<file path="config.mk">
export PLATFORM = sky130hd
export DESIGN_NAME = orientation_tap_detector_top
export DESIGN_NICKNAME = d
export VERILOG_FILES = /design/src/hdl/otd_pkg.sv /design/src/hdl/otd_fifo.sv /design/src/hdl/otd_front.sv /design/src/hdl/otd_back.sv /design/src/hdl/orientation_tap_detector_top.sv
export SDC_FILE = /design/constraint.sdc
export NUM_CORES = 2
export LEC_CHECK = 0
export ABC_AREA = 1
export BUFFER_PORTS_ARGS = -buffer_cell sky130_fd_sc_hd__buf_2
export CAP_MARGIN = 40
export CORE_MARGIN = 4
export CORE_UTILIZATION = 60
export DETAILED_ROUTE_END_ITERATION = 7
export GPL_TIMING_DRIVEN = 0
export PLACE_DENSITY_LB_ADDON = 0.3
export SKIP_CTS_REPAIR_TIMING = 1
export SYNTH_ARGS = -nofsm -noshare
export SYNTH_HDL_FRONTEND = slang
export SYNTH_SLANG_ARGS = --single-unit
export TNS_END_PERCENT = 10
</file>
<file path="constraint.sdc">
create_clock -name clock -period 9.09 [get_ports clock]
set_clock_uncertainty 0.15 [all_clocks]
set_input_delay 0.4545 -clock clock [delete_from_list [all_inputs] [get_ports clock]]
set_output_delay 0.4545 -clock clock [all_outputs]
set_load 0.02 [all_outputs]
</file>
<file path="src/hdl/otd_pkg.sv">
package otd_pkg;

   localparam int LEVEL_W     = 13;
   localparam int LIMIT_W     = 32;
   localparam int ORIENT_W    = 3;
   localparam int CSR_INDEX_W = 2;
   localparam int CSR_DATA_W  = 32;

   // register indexes of the configuration port
   localparam logic [CSR_INDEX_W-1:0] CSR_ENTER_LEVEL    = 2'd0;
   localparam logic [CSR_INDEX_W-1:0] CSR_EXIT_LEVEL     = 2'd1;
   localparam logic [CSR_INDEX_W-1:0] CSR_STILL_LIMIT_SQ = 2'd2;
   localparam logic [CSR_INDEX_W-1:0] CSR_TAP_LIMIT_SQ   = 2'd3;

   // orientation codes
   localparam logic [ORIENT_W-1:0] ST_INTERMEDIATE = 3'd0;
   localparam logic [ORIENT_W-1:0] ST_FLAT         = 3'd1;
   localparam logic [ORIENT_W-1:0] ST_OVER         = 3'd2;
   localparam logic [ORIENT_W-1:0] ST_LEFT         = 3'd3;
   localparam logic [ORIENT_W-1:0] ST_RIGHT        = 3'd4;
   localparam logic [ORIENT_W-1:0] ST_FRONT        = 3'd5;
   localparam logic [ORIENT_W-1:0] ST_BACK         = 3'd6;

   // reset values: 0.8 g, 0.5 g, 1.05^2 g^2, 1.1^2 g^2
   localparam logic [LEVEL_W-1:0] ENTER_LEVEL_RESET    = 13'd3277;
   localparam logic [LEVEL_W-1:0] EXIT_LEVEL_RESET     = 13'd2048;
   localparam logic [LIMIT_W-1:0] STILL_LIMIT_SQ_RESET = 32'd18496881;
   localparam logic [LIMIT_W-1:0] TAP_LIMIT_SQ_RESET   = 32'd20300431;

   typedef struct packed {
      logic [LEVEL_W-1:0] enter_level;
      logic [LEVEL_W-1:0] exit_level;
      logic [LIMIT_W-1:0] still_limit_sq;
      logic [LIMIT_W-1:0] tap_limit_sq;
   } cfg_type;

   // axis threshold tests, independent of the orientation state
   typedef struct packed {
      logic z_gt_en;
      logic z_lt_nen;
      logic x_lt_nen;
      logic x_gt_en;
      logic y_lt_nen;
      logic y_gt_en;
      logic z_lt_ex;
      logic z_gt_nex;
      logic x_gt_nex;
      logic x_lt_ex;
      logic y_gt_nex;
      logic y_lt_ex;
   } axis_flags_type;

   typedef struct packed {
      logic           still;
      logic           tap;
      axis_flags_type flags;
   } class_type;

   typedef struct packed {
      logic [ORIENT_W-1:0] orientation;
      logic                changed;
      logic                tap;
   } result_type;

endpackage

</file>
<file path="src/hdl/otd_fifo.sv">
module otd_fifo #(
   parameter int WIDTH = 8,
   parameter int DEPTH = 2
) (
   input  logic             clock,
   input  logic             reset,
   input  logic             push,
   output logic             full,
   input  logic [WIDTH-1:0] push_data,
   input  logic             pop,
   output logic             empty,
   output logic [WIDTH-1:0] pop_data
);

   localparam int PTR_W = (DEPTH > 1) ? $clog2(DEPTH) : 1;
   localparam int CNT_W = $clog2(DEPTH + 1);

   logic [WIDTH-1:0] mem_ff [DEPTH];
   logic [PTR_W-1:0] wr_ptr_ff, wr_ptr_in;
   logic [PTR_W-1:0] rd_ptr_ff, rd_ptr_in;
   logic [CNT_W-1:0] count_ff, count_in;
   logic             do_push, do_pop;

   assign full     = (count_ff == CNT_W'(DEPTH));
   assign empty    = (count_ff == '0);
   assign do_push  = push && !full;
   assign do_pop   = pop && !empty;
   assign pop_data = mem_ff[rd_ptr_ff];

   always_comb begin
      wr_ptr_in = wr_ptr_ff;
      rd_ptr_in = rd_ptr_ff;
      count_in  = count_ff;
      if (do_push) begin
         wr_ptr_in = (wr_ptr_ff == PTR_W'(DEPTH - 1)) ? '0 : wr_ptr_ff + 1'b1;
      end
      if (do_pop) begin
         rd_ptr_in = (rd_ptr_ff == PTR_W'(DEPTH - 1)) ? '0 : rd_ptr_ff + 1'b1;
      end
      case ({do_push, do_pop})
         2'b10:   count_in = count_ff + CNT_W'(1);
         2'b01:   count_in = count_ff - CNT_W'(1);
         default: count_in = count_ff;
      endcase
   end

   always_ff @(posedge clock) begin
      if (reset) begin
         wr_ptr_ff <= '0;
         rd_ptr_ff <= '0;
         count_ff  <= '0;
      end else begin
         wr_ptr_ff <= wr_ptr_in;
         rd_ptr_ff <= rd_ptr_in;
         count_ff  <= count_in;
      end
   end

   always_ff @(posedge clock) begin
      if (do_push) begin
         mem_ff[wr_ptr_ff] <= push_data;
      end
   end

endmodule

</file>
<file path="src/hdl/otd_front.sv">
module otd_front
   import otd_pkg::*;
#(
   parameter int SAMPLE_BITS = 16
) (
   input  logic                          clock,
   input  logic                          reset,
   input  logic                          req_push,
   output logic                          req_full,
   input  logic signed [SAMPLE_BITS-1:0] req_accel_x,
   input  logic signed [SAMPLE_BITS-1:0] req_accel_y,
   input  logic signed [SAMPLE_BITS-1:0] req_accel_z,
   input  cfg_type                       cfg,
   output logic                          class_push,
   input  logic                          class_full,
   output class_type                     class_data
);

   localparam int MAG_W = 2 * SAMPLE_BITS;
   localparam int CMP_W = (MAG_W > LIMIT_W) ? MAG_W : LIMIT_W;
   localparam int LW    = ((SAMPLE_BITS > LEVEL_W) ? SAMPLE_BITS : LEVEL_W) + 1;

   logic                          sample_valid_ff, sample_valid_in;
   logic signed [SAMPLE_BITS-1:0] x_ff, y_ff, z_ff;
   logic                          accept, advance;
   logic signed [MAG_W-1:0]       sq_x, sq_y, sq_z;
   logic [MAG_W-1:0]              mag;
   logic [CMP_W-1:0]              mag_cmp;
   logic signed [LW-1:0]          x_ext, y_ext, z_ext;
   logic signed [LW-1:0]          en_pos, en_neg, ex_pos, ex_neg;

   assign req_full        = sample_valid_ff && class_full;
   assign accept          = req_push && !req_full;
   assign advance         = sample_valid_ff && !class_full;
   assign sample_valid_in = accept || (sample_valid_ff && !advance);

   always_ff @(posedge clock) begin
      if (reset) begin
         sample_valid_ff <= 1'b0;
      end else begin
         sample_valid_ff <= sample_valid_in;
      end
   end

   always_ff @(posedge clock) begin
      if (accept) begin
         x_ff <= req_accel_x;
         y_ff <= req_accel_y;
         z_ff <= req_accel_z;
      end
   end

   // squares are never negative, so their sum fits MAG_W bits unsigned
   assign sq_x    = x_ff * x_ff;
   assign sq_y    = y_ff * y_ff;
   assign sq_z    = z_ff * z_ff;
   assign mag     = MAG_W'($unsigned(sq_x)) + MAG_W'($unsigned(sq_y))
                  + MAG_W'($unsigned(sq_z));
   assign mag_cmp = CMP_W'(mag);

   assign x_ext  = {{(LW - SAMPLE_BITS){x_ff[SAMPLE_BITS-1]}}, x_ff};
   assign y_ext  = {{(LW - SAMPLE_BITS){y_ff[SAMPLE_BITS-1]}}, y_ff};
   assign z_ext  = {{(LW - SAMPLE_BITS){z_ff[SAMPLE_BITS-1]}}, z_ff};
   assign en_pos = {{(LW - LEVEL_W){1'b0}}, cfg.enter_level};
   assign ex_pos = {{(LW - LEVEL_W){1'b0}}, cfg.exit_level};
   assign en_neg = -en_pos;
   assign ex_neg = -ex_pos;

   always_comb begin
      class_data                = '0;
      class_data.still          = (mag_cmp < CMP_W'(cfg.still_limit_sq));
      class_data.tap            = (mag_cmp > CMP_W'(cfg.tap_limit_sq));
      class_data.flags.z_gt_en  = (z_ext > en_pos);
      class_data.flags.z_lt_nen = (z_ext < en_neg);
      class_data.flags.x_lt_nen = (x_ext < en_neg);
      class_data.flags.x_gt_en  = (x_ext > en_pos);
      class_data.flags.y_lt_nen = (y_ext < en_neg);
      class_data.flags.y_gt_en  = (y_ext > en_pos);
      class_data.flags.z_lt_ex  = (z_ext < ex_pos);
      class_data.flags.z_gt_nex = (z_ext > ex_neg);
      class_data.flags.x_gt_nex = (x_ext > ex_neg);
      class_data.flags.x_lt_ex  = (x_ext < ex_pos);
      class_data.flags.y_gt_nex = (y_ext > ex_neg);
      class_data.flags.y_lt_ex  = (y_ext < ex_pos);
   end

   assign class_push = sample_valid_ff;

endmodule

</file>
<file path="src/hdl/otd_back.sv">
module otd_back
   import otd_pkg::*;
(
   input  logic       clock,
   input  logic       reset,
   input  logic       class_empty,
   output logic       class_pop,
   input  class_type  class_data,
   input  logic       result_full,
   output logic       result_push,
   output result_type result_data
);

   logic [ORIENT_W-1:0] state_ff, state_in;
   logic [ORIENT_W-1:0] cur, face;
   logic                step;
   axis_flags_type      f;

   assign step        = !class_empty && !result_full;
   assign class_pop   = step;
   assign result_push = step;
   assign f           = class_data.flags;
   assign cur         = (state_ff > ST_BACK) ? ST_INTERMEDIATE : state_ff;

   always_comb begin
      face = cur;
      case (cur)
         ST_FLAT:  face = f.z_lt_ex  ? ST_INTERMEDIATE : cur;
         ST_OVER:  face = f.z_gt_nex ? ST_INTERMEDIATE : cur;
         ST_LEFT:  face = f.x_gt_nex ? ST_INTERMEDIATE : cur;
         ST_RIGHT: face = f.x_lt_ex  ? ST_INTERMEDIATE : cur;
         ST_FRONT: face = f.y_gt_nex ? ST_INTERMEDIATE : cur;
         ST_BACK:  face = f.y_lt_ex  ? ST_INTERMEDIATE : cur;
         default: begin
            // enter priority: flat, over, left, right, front, back
            if (f.z_gt_en) begin
               face = ST_FLAT;
            end else if (f.z_lt_nen) begin
               face = ST_OVER;
            end else if (f.x_lt_nen) begin
               face = ST_LEFT;
            end else if (f.x_gt_en) begin
               face = ST_RIGHT;
            end else if (f.y_lt_nen) begin
               face = ST_FRONT;
            end else if (f.y_gt_en) begin
               face = ST_BACK;
            end else begin
               face = ST_INTERMEDIATE;
            end
         end
      endcase
   end

   always_comb begin
      state_in                = state_ff;
      result_data.orientation = cur;
      result_data.changed     = 1'b0;
      result_data.tap         = 1'b0;
      if (class_data.still) begin
         result_data.orientation = face;
         result_data.changed     = (face != cur);
      end else begin
         result_data.tap = class_data.tap;
      end
      if (step) begin
         state_in = result_data.orientation;
      end
   end

   always_ff @(posedge clock) begin
      if (reset) begin
         state_ff <= ST_INTERMEDIATE;
      end else begin
         state_ff <= state_in;
      end
   end

endmodule

</file>
<file path="src/hdl/orientation_tap_detector_top.sv">
// Channel | Ports                                   | Beat taken when
// --------+-----------------------------------------+------------------------
// req     | req_push, req_full, req_accel_{x,y,z}   | req_push && !req_full
// rsp     | rsp_pop, rsp_empty, rsp_orientation,    | rsp_pop && !rsp_empty
//         | rsp_changed, rsp_tap                    |
// csr     | csr_valid, csr_ready, csr_index,        | csr_valid && csr_ready
//         | csr_data                                |
//
// One beat per clock sustained in both directions while neither side stalls. A
// request beat passes the sample register, classify queue and result queue in
// that order before it shows on the rsp ports. Synchronous reset empties both
// queues, returns the orientation to intermediate and loads the default levels
// and limits. Each side stalls on its own: a low rsp_pop fills the result queue,
// then the classify queue, and only then raises req_full.
// csr_ready is always high.
module orientation_tap_detector_top
   import otd_pkg::*;
#(
   parameter int SAMPLE_BITS = 16
) (
   input  logic                          clock,
   input  logic                          reset,
   // request queue side
   input  logic                          req_push,
   output logic                          req_full,
   input  logic signed [SAMPLE_BITS-1:0] req_accel_x,
   input  logic signed [SAMPLE_BITS-1:0] req_accel_y,
   input  logic signed [SAMPLE_BITS-1:0] req_accel_z,
   // response queue side
   output logic                          rsp_empty,
   input  logic                          rsp_pop,
   output logic [ORIENT_W-1:0]           rsp_orientation,
   output logic                          rsp_changed,
   output logic                          rsp_tap,
   // register writes
   input  logic                          csr_valid,
   output logic                          csr_ready,
   input  logic [CSR_INDEX_W-1:0]        csr_index,
   input  logic [CSR_DATA_W-1:0]         csr_data
);

   localparam int QUEUE_DEPTH = 2;

   cfg_type    cfg_ff, cfg_in;
   logic       csr_write;

   logic       class_push, class_full, class_pop, class_empty;
   class_type  class_in_data, class_out_data;
   logic       result_push, result_full;
   result_type result_in_data, result_out_data;

   // ---------------------------------------------------------------------
   // Configuration registers: take a write on every valid beat, drop the
   // bits above each register's width.
   // ---------------------------------------------------------------------
   assign csr_ready = 1'b1;
   assign csr_write = csr_valid && csr_ready;

   always_comb begin
      cfg_in = cfg_ff;
      if (csr_write) begin
         case (csr_index)
            CSR_ENTER_LEVEL:    cfg_in.enter_level    = csr_data[LEVEL_W-1:0];
            CSR_EXIT_LEVEL:     cfg_in.exit_level     = csr_data[LEVEL_W-1:0];
            CSR_STILL_LIMIT_SQ: cfg_in.still_limit_sq = csr_data[LIMIT_W-1:0];
            CSR_TAP_LIMIT_SQ:   cfg_in.tap_limit_sq   = csr_data[LIMIT_W-1:0];
            default:            cfg_in = cfg_ff;
         endcase
      end
   end

   always_ff @(posedge clock) begin
      if (reset) begin
         cfg_ff.enter_level    <= ENTER_LEVEL_RESET;
         cfg_ff.exit_level     <= EXIT_LEVEL_RESET;
         cfg_ff.still_limit_sq <= STILL_LIMIT_SQ_RESET;
         cfg_ff.tap_limit_sq   <= TAP_LIMIT_SQ_RESET;
      end else begin
         cfg_ff <= cfg_in;
      end
   end

   // ---------------------------------------------------------------------
   // Front: register the sample, square and sum, compare magnitude with
   // both limits and every axis with both levels.
   // ---------------------------------------------------------------------
   otd_front #(
      .SAMPLE_BITS(SAMPLE_BITS)
   ) u_front (
      .clock      (clock),
      .reset      (reset),
      .req_push   (req_push),
      .req_full   (req_full),
      .req_accel_x(req_accel_x),
      .req_accel_y(req_accel_y),
      .req_accel_z(req_accel_z),
      .cfg        (cfg_ff),
      .class_push (class_push),
      .class_full (class_full),
      .class_data (class_in_data)
   );

   // Decouple classification from the state machine.
   otd_fifo #(
      .WIDTH($bits(class_type)),
      .DEPTH(QUEUE_DEPTH)
   ) u_class_queue (
      .clock    (clock),
      .reset    (reset),
      .push     (class_push),
      .full     (class_full),
      .push_data(class_in_data),
      .pop      (class_pop),
      .empty    (class_empty),
      .pop_data (class_out_data)
   );

   // ---------------------------------------------------------------------
   // Back: advance the orientation machine one beat per clock unless a queue stalls.
   // ---------------------------------------------------------------------
   otd_back u_back (
      .clock      (clock),
      .reset      (reset),
      .class_empty(class_empty),
      .class_pop  (class_pop),
      .class_data (class_out_data),
      .result_full(result_full),
      .result_push(result_push),
      .result_data(result_in_data)
   );

   // Hold finished results until the consumer pops them.
   otd_fifo #(
      .WIDTH($bits(result_type)),
      .DEPTH(QUEUE_DEPTH)
   ) u_result_queue (
      .clock    (clock),
      .reset    (reset),
      .push     (result_push),
      .full     (result_full),
      .push_data(result_in_data),
      .pop      (rsp_pop),
      .empty    (rsp_empty),
      .pop_data (result_out_data)
   );

   assign rsp_orientation = result_out_data.orientation;
   assign rsp_changed     = result_out_data.changed;
   assign rsp_tap         = result_out_data.tap;

endmodule

</file>
Word level (Yosys, flattened, before mapping):

Memories as Yosys holds them, arrays and structs flattened. A register that Yosys moved wholly into a read port is not among the register bits.
Cells that the tools add are included.

* register bits after elaboration: 150
* memory bits (writable): 38
* input port bits: 87
* output and inout bits: 8
* word-level logic and storage cells: 117
* memories: 2

* add/subtract/negate cells: 12
* $mul: 3
* order comparisons: 15
* equality and inequality tests: 16
* muxes and demuxes: 30
* reductions and logical operators: 24

Memories
* u_class_queue.mem_ff: depth 2, bits a word 14, read ports 1, clocked after memory_dff 1, wr ports 1, line otd_fifo.sv:18 `logic [WIDTH-1:0] mem_ff [DEPTH];`
* u_result_queue.mem_ff: depth 2, bits a word 5, read ports 1, clocked after memory_dff 1, wr ports 1, line otd_fifo.sv:18

Operators by type and width (number)
* $mul 16x16->32: 3
* $add 32x32->32: 2
* $gt 16x17->1: 3
* $lt 16x17->1: 3
* $gt 16x14->1: 3
* $lt 16x14->1: 3
* $mux 3: 13
* $neg 13->17: 2
* $gt 32x32->1: 1
* $lt 32x32->1: 1
* $pmux 3 s6: 1
* $mux 1: 13
* $eq 2x2->1 const B: 6
* $eq 3x3->1 const B: 3
* $logic_and 1x1->1: 8
* $pmux 2 s2: 2
* $reduce_and 2->1: 4
* $eq 2x1->1 const B: 3
* $eq 3x2->1 const B: 2
* $logic_not 1->1: 6
* $logic_not 2->1: 3
* $add 1x1->1 const B: 4
* $add 2x1->2 const B: 2
* $mux 4: 1
* 6 further kinds: 8

Depth between registers and ports, before layout:

* depth after elaboration: 9
* mapped depth: 39
* depth with buffers taken out: 37

Modules after synthesis:

Synthesis repeated with hierarchy kept, for this count alone.

* cells, all modules: 4835
* area total of the unflattened synthesis: 41029.4 um^2

By module, submodules not included
* otd_front: instances 1, cells an instance 4088, area each 34992.3 um^2, sequential area each 1461.4 um^2
* orientation_tap_detector_top: instances 1, cells an instance 514, area each 3619.7 um^2, sequential area each 1801.7 um^2
* otd_fifo (u_class_queue): instances 1, cells an instance 83, area each 1317.5 um^2, sequential area each 940.9 um^2
* otd_fifo (u_result_queue): instances 1, cells an instance 55, area each 629.4 um^2, sequential area each 400.4 um^2
* otd_back: instances 1, cells an instance 95, area each 470.5 um^2, sequential area each 60.1 um^2

Least setup slack after synthesis:

No wires, ideal clock.

* path type: flip-flop to flip-flop
* from: register u_front.y_ff[15]
* to: memory u_class_queue.mem_ff[0][12] (netlist name) (data pin)
* library setup time: 0.267 ns
* arrival time: 8.365 ns
* required time: 8.673 ns
* path slack: 0.308 ns
* stages on the path, launching flop included: 33
* path buffers: 2
* period minus slack after synthesis: 8.782 ns
* cells stage by stage: edfxtp_1 -> clkbuf_1 -> buf_1 -> nand2_1 -> fa_1 -> inv_1 -> fa_1 -> inv_1 -> fa_1 -> fa_1 -> fa_1 -> fa_1 -> fa_1 -> inv_1 -> fa_1 -> inv_1 -> fa_1 -> inv_1 -> ha_1 -> inv_1 -> nor3_1 -> nand2_1 -> or2_2 -> nand3_1 -> inv_1 -> nand2_1 -> nand2_1 -> ha_1 -> nand4_1 -> nor3_1 -> nand2_1 -> nor4_1 -> a21oi_1

RTL lines
* start, declared: line otd_front.sv:24 `logic signed [SAMPLE_BITS-1:0] x_ff, y_ff, z_ff;`
* start signal, assigned: line otd_front.sv:48 `y_ff <= req_accel_y;`
* end, declared: line otd_fifo.sv:18

==> results by group <==
Worst hold path
  • Hold Startpoint: req_accel_z[0]
  • Hold Crit Depth: 1
  • Worst min path class: in -> reg
  • Worst Hold End: u_front.z_ff[0]

Setup path
  • Worst Reg-to-Reg Cells: 33
  • CP Capture Type: flop
  • Worst Path Class, Setup: reg -> reg
  • Req. time, crit path: 9120 ps
  • Worst R2R End: u_class_queue.mem_ff[1][12]
  • Most used cell, CP: fa_1
  • Worst Setup Start Kind: flop
  • CP max-delay cell: fa_2
  • R2r setup slk: -450 ps
  • Reg-to-reg startpoint: u_front.y_ff[1]
  • WP data arrival: 9570 ps
  • Max incr delay on CP: 680 ps
  • Crit-path max FO: 10

Global routing
  • Total track usage: 32.92%
  • Vias in the first global route: 31,213
  • Largest net degree at the start of global routing: 26
  • Antenna violations before repair: 6
  • Global-route wire length before repair: 175,000 µm
  • GRT overflow: 0

Logic synthesis
  • Post-synthesis cell count: 4,562
  • Synth Cell Area: 0.04002 mm²
  • Top FF cell, synth: dfxtp_1
  • Synth async-reset ratio: 0%
  • Synth warn: 0
  • Simple-Gate Fraction of Synth Area: 10.51%
  • Post-Synth XOR/XNOR Area: 1.685%
  • Post-synthesis sequential area ratio: 11.66%
  • EDFF count, synth: 86
  • Mean Syn Cell Area: 8.772 µm²
  • Adder-Cell Fraction of Synth Area: 54.93%
  • Largest family of logic cells by synthesized area: adder cells
  • Syn Nets: 5,915
  • Top-area cell type share of the netlist area: 40.92%
  • Synth unique cells: 57
  • Synth Register Bits: 190
  • Top cell type by total area after synthesis: fa_1
  • Most area-consuming cells after synthesis: fa_1 (41%), ha_1 (14%), inv_1 (13%)
  • Compound-Gate Fraction of Synth Area: 6.560%
  • Post-synthesis mux area share: 0.1657%

Drt
  • First-pass DRT Iterations: 6
  • Remaining antenna violation count: 0
  • Via density: 5.406
  • DRC violations left: 0
  • WL final: 113,100 µm
  • Via Count: 30,649
  • Initial DRC count: 2,603
  • Drt wl/cell: 19.95 µm

STA
  • Worst rel slew slack: 36.38%
  • Worst-margin pin slew: 930.2 ps
  • RSZ-0062 raised after global routing: yes
  • Final setup fails: 4
  • Fmax: 104.8 MHz
  • Final hold viol count: 0
  • Final worst slack: -450.0 ps
  • Fin crit share: 105.0%
  • Tmin final: 9540 ps
  • Slew Limit Fails: 0

Floorplanning
  • Core area: 0.06598 mm²
  • Die width: 266.3 µm
  • Boundary Pins: 95
  • Row count: 94
  • Initial core utilization: 60.65%
  • Die Ht: 266.3 µm
  • DIE AREA: 0.07089 mm²

Place
  • PortBufs: 92
  • RD Place Congestion: 1.039
  • DP HPWL: 97,470 µm

Clocking
  • CTS Buf Count: 17
  • Later-pin clock latency in the skew report: 460 ps
  • CTS Root Buffer Type: clkbuf_16
  • Clock Sinks: 190
  • Deepest clock path buffer count: 2
  • H-tree depth: 4
  • Clock-pin slew on the worst setup and hold paths: 80 ps
  • CTS tree: done

Layout
  • Layout Utilization: 66.40%
  • Layout cells sized above 1: 9.638%
  • Nets: 6,144
  • Area Growth Syn to Fin: 9.486%

Outcome
  • Violated checks: negative setup slack
  • Status: complete, but fails checks

Run
  • Max-cap violations: 0
layer usage:
| metal | track usage (%) | wire [µm] | vias up | share of wire (%) |
|---|---|---|---|---|
| li1 | - | - | 13957 | - |
| met2 | 51.29 | 52200 | 1301 | 46 |
| met4 | 13.08 | 5062 | 4 | 4.5 |
| met3 | 9.595 | 11710 | 242 | 10 |
| met5 | 0 | 21 | - | 0.019 |
| met1 | 43.94 | 44100 | 15145 | 39 |
metrics by stage:
stage / area, µm² / TNS [ps] / hold WS (ps) / worst slack [ps] / std cells
floorplan: 40020 / 0 / 275.5 / 307.8 / 4562
detailed placement: 41820 / -7185 / 293.3 / -1874 / 5532
finish: 43810 / -1682 / 17.86 / -450.0 / 5669
global route: 43810 / -3180 / 1.759 / -802.2 / 5669
global placement: 41560 / -8129 / 286.9 / -2078 / 5518
CTS: 42420 / -7450 / 2.123 / -1921 / 5564
registers in the layout, summed over array words and instances, names as in the netlist, 2 cells and up, named ones only:
register	cells
u_front.z_ff	16
u_result_queue.mem_ff	10
u_class_queue.mem_ff	28
u_class_queue.count_ff	2
u_result_queue.count_ff	2
u_back.state_ff	3
u_front.y_ff	16
cfg_ff	90
u_front.x_ff	16
Yosys cell counts, types with 2 or more instances:
master / n
a31o_2: 4
buf_1: 4
nor2_1: 102
nand3_1: 68
o21a_1: 5
o21ai_0: 151
a2111oi_0: 6
o221ai_1: 3
o21ai_2: 8
o211ai_1: 24
a21boi_0: 3
a31oi_1: 3
inv_2: 5
or2_2: 22
o21ai_1: 5
dfxtp_1: 104
a211oi_1: 3
a21oi_1: 224
mux2_2: 5
nand2_1: 725
clkbuf_1: 115
nor4_1: 8
nor3_2: 3
a21oi_2: 2
ha_1: 448
a21o_1: 9
fa_1: 818
buf_6: 3
o311ai_0: 3
nand4_1: 27
xnor2_1: 20
nor2_4: 2
nand2_4: 3
nand2_2: 4
inv_1: 1407
o21bai_1: 10
xor2_1: 57
nor2_2: 2
nor3_1: 42
edfxtp_1: 86
or4_1: 3
final cells by class:
| cell class | instances | area (µm²) |
|---|---|---|
| antenna | 1 | 2.502 |
| buffer | 124 | 743.2 |
| clock buffer | 17 | 425.4 |
| clock inverter | 15 | 175.2 |
| fill | 5416 | 22170 |
| inverter | 1413 | 5323 |
| multi-input combinational | 2835 | 29870 |
| sequential | 190 | 4664 |
| tap | 864 | 1081 |
| timing repair buffer | 210 | 1533 |
cell usage in the layout (no fill, tap or decap), types with 7 or more instances in the layout:
master	Yosys	final
clkbuf_2	0	34
a21o_1	9	9
buf_16	0	7
or2_2	22	22
ha_2	0	7
xnor2_1	20	20
fa_2	0	16
o21ai_0	151	148
clkbuf_4	0	29
nand4_1	27	27
o21ai_1	5	7
o21ai_2	8	9
ha_1	448	437
buf_4	1	114
a21oi_2	2	7
a21oi_1	224	216
buf_2	1	103
buf_6	3	11
nor3_1	42	35
clkbuf_1	115	30
nor3_2	3	9
o21bai_1	10	9
clkbuf_16	0	17
xor2_1	57	57
o211ai_1	24	24
nand2_2	4	8
nand2_1	725	719
fa_1	818	802
dfxtp_1	104	104
inv_1	1407	1400
nor2_1	102	102
nand3_1	68	68
inv_2	5	7
edfxtp_1	86	86
worst max-delay path by stage:
stage                                  endpoint  cells past startpoint  slack [ps]        startpoint
detailed placement  u_class_queue.mem_ff[0][12]                     29       -1870   u_front.y_ff[1]
finish              u_class_queue.mem_ff[1][12]                     33        -450   u_front.y_ff[1]
CTS                 u_class_queue.mem_ff[0][12]                     29       -1920   u_front.y_ff[2]
floorplan           u_class_queue.mem_ff[0][12]                     32         310  u_front.y_ff[15]
global route        u_class_queue.mem_ff[0][12]                     33        -800   u_front.y_ff[1]
global placement    u_class_queue.mem_ff[0][12]                     29       -2080  u_front.y_ff[15]
kinds of logic (layout without fill, tap and decap cells):
kind of cell    count (synthesis)  count (layout)
flops                         190             190
xor+xnor                       77              77
other cells                     1               2
buf+inv                      1537            1779
simple gates                 1016            1016
compound gates                469             469
fa+ha+maj                    1266            1266
mux                             6               6
worst max-delay path, delay by kind of cell, from the launching register on:
family	cells	cell delay, ps
AO/OA/AOI/OAI	5	800
XOR/XNOR	1	230
flip-flops	1	490
adder cells (fa/ha/maj)	11	5460
AND/OR/NAND/NOR	8	980
buffers and inverters	8	1120
Power is not shown: default switching activity piles up to over one toggle a cycle in this logic, so the estimate is an artifact.
